<file path="src/hdl/btlpm_ram.sv">
// ----------------------------------------------------------------------------
// btlpm_ram
// Generic simple dual-port RAM, one write and one read port, registered read.
// ----------------------------------------------------------------------------
module btlpm_ram #(
   parameter int WIDTH = 8,
   parameter int DEPTH = 16
) (
   input  logic                     clock,
   input  logic                     wr_en,
   input  logic [$clog2(DEPTH)-1:0] wr_addr,
   input  logic [WIDTH-1:0]         wr_data,
   input  logic                     rd_en,
   input  logic [$clog2(DEPTH)-1:0] rd_addr,
   output logic [WIDTH-1:0]         rd_data
);

   logic [WIDTH-1:0] mem [DEPTH];
   logic [WIDTH-1:0] rd_data_ff;

   always_ff @(posedge clock) begin
      if (wr_en) begin
         mem[wr_addr] <= wr_data;
      end
      if (rd_en) begin
         rd_data_ff <= mem[rd_addr];
      end
   end

   assign rd_data = rd_data_ff;

endmodule

</file>
<file path="config.mk">
export PLATFORM = sky130hd
export DESIGN_NAME = btlpm_ram
export DESIGN_NICKNAME = d
export VERILOG_FILES = /design/src/hdl/btlpm_ram.sv
export SDC_FILE = /design/constraint.sdc
export NUM_CORES = 1
export LEC_CHECK = 0
export BUFFER_PORTS_ARGS = -buffer_cell sky130_fd_sc_hd__buf_2
export CORE_MARGIN = 2
export CORE_UTILIZATION = 60
export DETAILED_ROUTE_END_ITERATION = 12
export PLACE_DENSITY_LB_ADDON = 0.2
export SLEW_MARGIN = 0
export SYNTH_ARGS = -nofsm -noshare
export SYNTH_HDL_FRONTEND = slang
export SYNTH_SLANG_ARGS = --single-unit
</file>
<file path="constraint.sdc">
create_clock -name clock -period 2 [get_ports clock]
set_clock_uncertainty 0.15 [all_clocks]
set_input_delay 0.2 -clock clock [delete_from_list [all_inputs] [get_ports clock]]
set_output_delay 0.2 -clock clock [all_outputs]
set_load 0.05 [all_outputs]
</file>
==> flow_summary.json <==
{
  "status": "complete, no violations",
  "cp.arrival_ns": 1.76,
  "cts.sinks": 136,
  "antenna_found_initial": 0,
  "p_seq_share_pct": 46.6,
  "fin_crit_ns": 1.65,
  "grt_max_degree": 22,
  "p_leak_nw": 2.18,
  "rsz0062_at_grt": "no",
  "drtIter0Drc": 240,
  "synth_top_area_share_pct": 78.1,
  "power_frac_comb_pct": 5.1,
  "slew_viol_final": 0,
  "avgSynthCellArea_um2": 22.8,
  "synth_top_cells_by_area": "edfxtp_1 (78%), mux4_2 (7.8%), mux4_1 (7.0%), a22oi_1 (2.3%), nor2_1 (0.93%)",
  "synth_seq_cells": 136,
  "fp.dieW_um": 97.3,
  "grt_pass1_wl_um": 14900,
  "numCtsBuffers": 17,
  "core-area_mm2": 0.00859,
  "rows": 34,
  "netlist_area_mm2": 0.00523,
  "fin_setup_tns_ns": 0,
  "wl_um": 9690,
  "synth_top_area_cell": "edfxtp_1",
  "htree_num_levels": 4,
  "seq_area_mm2": 0.00408,
  "power.density_mw_per_mm2": 1090,
  "worst_slew_pin_slew_ns": 0.409,
  "antenna_cells": 0,
  "cp_max_fo": 1,
  "clk_pin_slew_ns": 0.06,
  "grt_pass1_vias": 2566,
  "finalHoldViolations": 0,
  "syn-num-nets": 248,
  "dp.cells": 376,
  "nFillCells": 482,
  "worstSetupPathType": "flip-flop to flip-flop",
  "p_switching_mw": 1.32,
  "yosysWarnings": 0,
  "syn_inst": 229,
  "fmax_ghz": 0.605,
  "grtUsageTotal_pct": 22.3,
  "setup_slack_ns": 0.348,
  "power.internal_mw": 5.62,
  "post-place-ws_ns": 0.0122,
  "cts_tree": "built",
  "post_cts.repair.setup_buffers": 0,
  "drc_errors": 0,
  "antenna_left": 0,
  "insertion_delay_ns": 0.52,
  "p_clk_share_pct": 48.3,
  "fin_area_mm2": 0.00634,
  "fin_crit_sh_pct": 82.6,
  "syn2layout_area_growth_pct": 21.3,
  "reg2reg_slack_ns": 0.35,
  "ys_seq_area_share_pct": 78.1,
  "io-pin-count": 27,
  "dpl_cell_area_mm2": 0.00560,
  "vias_per_cell": 6.07,
  "cp-start-kind": "flip-flop",
  "cap_violations": 0,
  "worstSetupEndpointType": "flip-flop",
  "initial_utilization_pct": 60.8,
  "die_area_mm2": 0.00948,
  "multi_input_area_mm2": 0.00106,
  "yosysUniqueCellTypes": 18,
  "cts_buffer_depth": 2,
  "hp-class": "primary input to flip-flop",
  "worst_ep_required_time_ns": 2.11,
  "root_buffer": "clkbuf_8",
  "place_congestion": 0.745,
  "switching_share_pct": 19.0,
  "vias": 2533,
  "peakVddDrop_mv": 0.636,
  "drive_gt1_share_pct": 31.1,
  "slew_headroom_pct": 72.7,
  "stdcell_count": 417,
  "io_buffer_count": 26,
  "overflow": 0,
  "finalSetupViolations": 0,
  "wl_per_cell_um": 23.2,
  "chipHeight_um": 97.3,
  "final_nets": 315,
  "first_pass_iters": 4,
  "dpl.hpwl_um": 6170
}
-- cell type report --
class,instances,area share (%)
flip-flops and latches,136,64.4
multi-input cells,83,16.7
clock buffers,18,6.59
repair buffers,58,6.59
clock inverters,14,3.61
well taps,108,2.13
-- critical path: stages, from the launching register on --
cell      delay (ns)
edfxtp_1        0.35
mux4_2          0.48
a22oi_1         0.31
nand2_1         0.10
-- cell usage in the layout, fill, tap and decap left out, drive strengths merged --
cell and count:
a22oi 16, and2 1, and2b 1, buf 49, bufinv 6, clkbuf 18, clkinv 6, clkinvlp 2
dlygate4sd3 9, edfxtp 136, mux4 32, nand2 9, nand2b 2, nand3 1, nand3b 2, nor2 13
nor2b 1, nor3 4, or3b 1
-- state kept, by name, indices dropped and copies added (netlist names) --
register	count
mem	128
rd_data	8
-- cell usage after synthesis --
cell type        count
nor2_1              13
mux4_2              18
buf_4                1
nand2_1              9
nand3b_1             2
a22oi_1             16
nand3_1              1
nor2b_1              1
buf_2                3
mux4_1              14
and2_1               1
nor3_1               4
clkdlybuf4s25_2      3
and2b_1              1
edfxtp_1           136
buf_6                3
or3b_2               1
nand2b_1             2
-- routing by layer --
| layer | global-route usage (%) | part of all wire (%) | vias to the layer above |
|---|---|---|---|
| li1 | - | - | 1120 |
| met1 | 30.8 | 41 | 1325 |
| met2 | 34.9 | 52 | 82 |
| met3 | 6.76 | 5.2 | 6 |
| met4 | 7.16 | 1.0 | 0 |
| met5 | 0 | 0 | - |
-- final timing paths --
kind,depth (start not counted),startpoint,endpoint
setup / recovery,3,mem[3][7]$_DFFE_PP_,rd_data[7]$_DFFE_PP_
hold / removal,3,wr_addr[0],mem[4][2]$_DFFE_PP_
setup reg to reg,3,mem[3][7]$_DFFE_PP_,rd_data[7]$_DFFE_PP_
hold reg to reg,3,mem[4][2]$_DFFE_PP_,rd_data[2]$_DFFE_PP_
-- logic make-up (layout without fill, tap and decap cells) --
logic type             count (synthesis)  count (layout)  share of synthesized area [%]
buffers and inverters                 10              90                           1.65
AO/OA/AOI/OAI                         16              16                           2.30
AND/OR/NAND/NOR                       35              35                           3.14
flip-flops                           136             136                           78.1
multiplexers                          32              32                           14.8
-- through the flow --
| stage | util [%] | hold WS [ns] | power (mW) |
|---|---|---|---|
| 3_5_place_dp | 65.2 | 0.429 | 3.63 |
| 5_1_grt | 73.8 | 0.106 | 7.13 |
| 2_1_floorplan | - | 0.149 | 3.49 |
| 3_3_place_gp | 65.2 | 0.432 | 3.62 |
| 6_report | 73.8 | 0.106 | 6.93 |
| 4_1_cts | 73.8 | 0.0695 | 6.99 |
-- power by group through the flow --
stage	registers (mW)	logic (mW)	clock network (mW)
2_1_floorplan	3.33	0.162	0
3_3_place_gp	3.28	0.337	0
3_5_place_dp	3.29	0.345	0
4_1_cts	3.23	0.362	3.39
5_1_grt	3.23	0.385	3.51
6_report	3.23	0.357	3.35
-- repair_timing --
action,4_1_cts,5_1_grt
hold buffers,9,0
gates resized for setup,0,0
hold endpoints to repair,136,0
(Power assumes the default switching activity.)
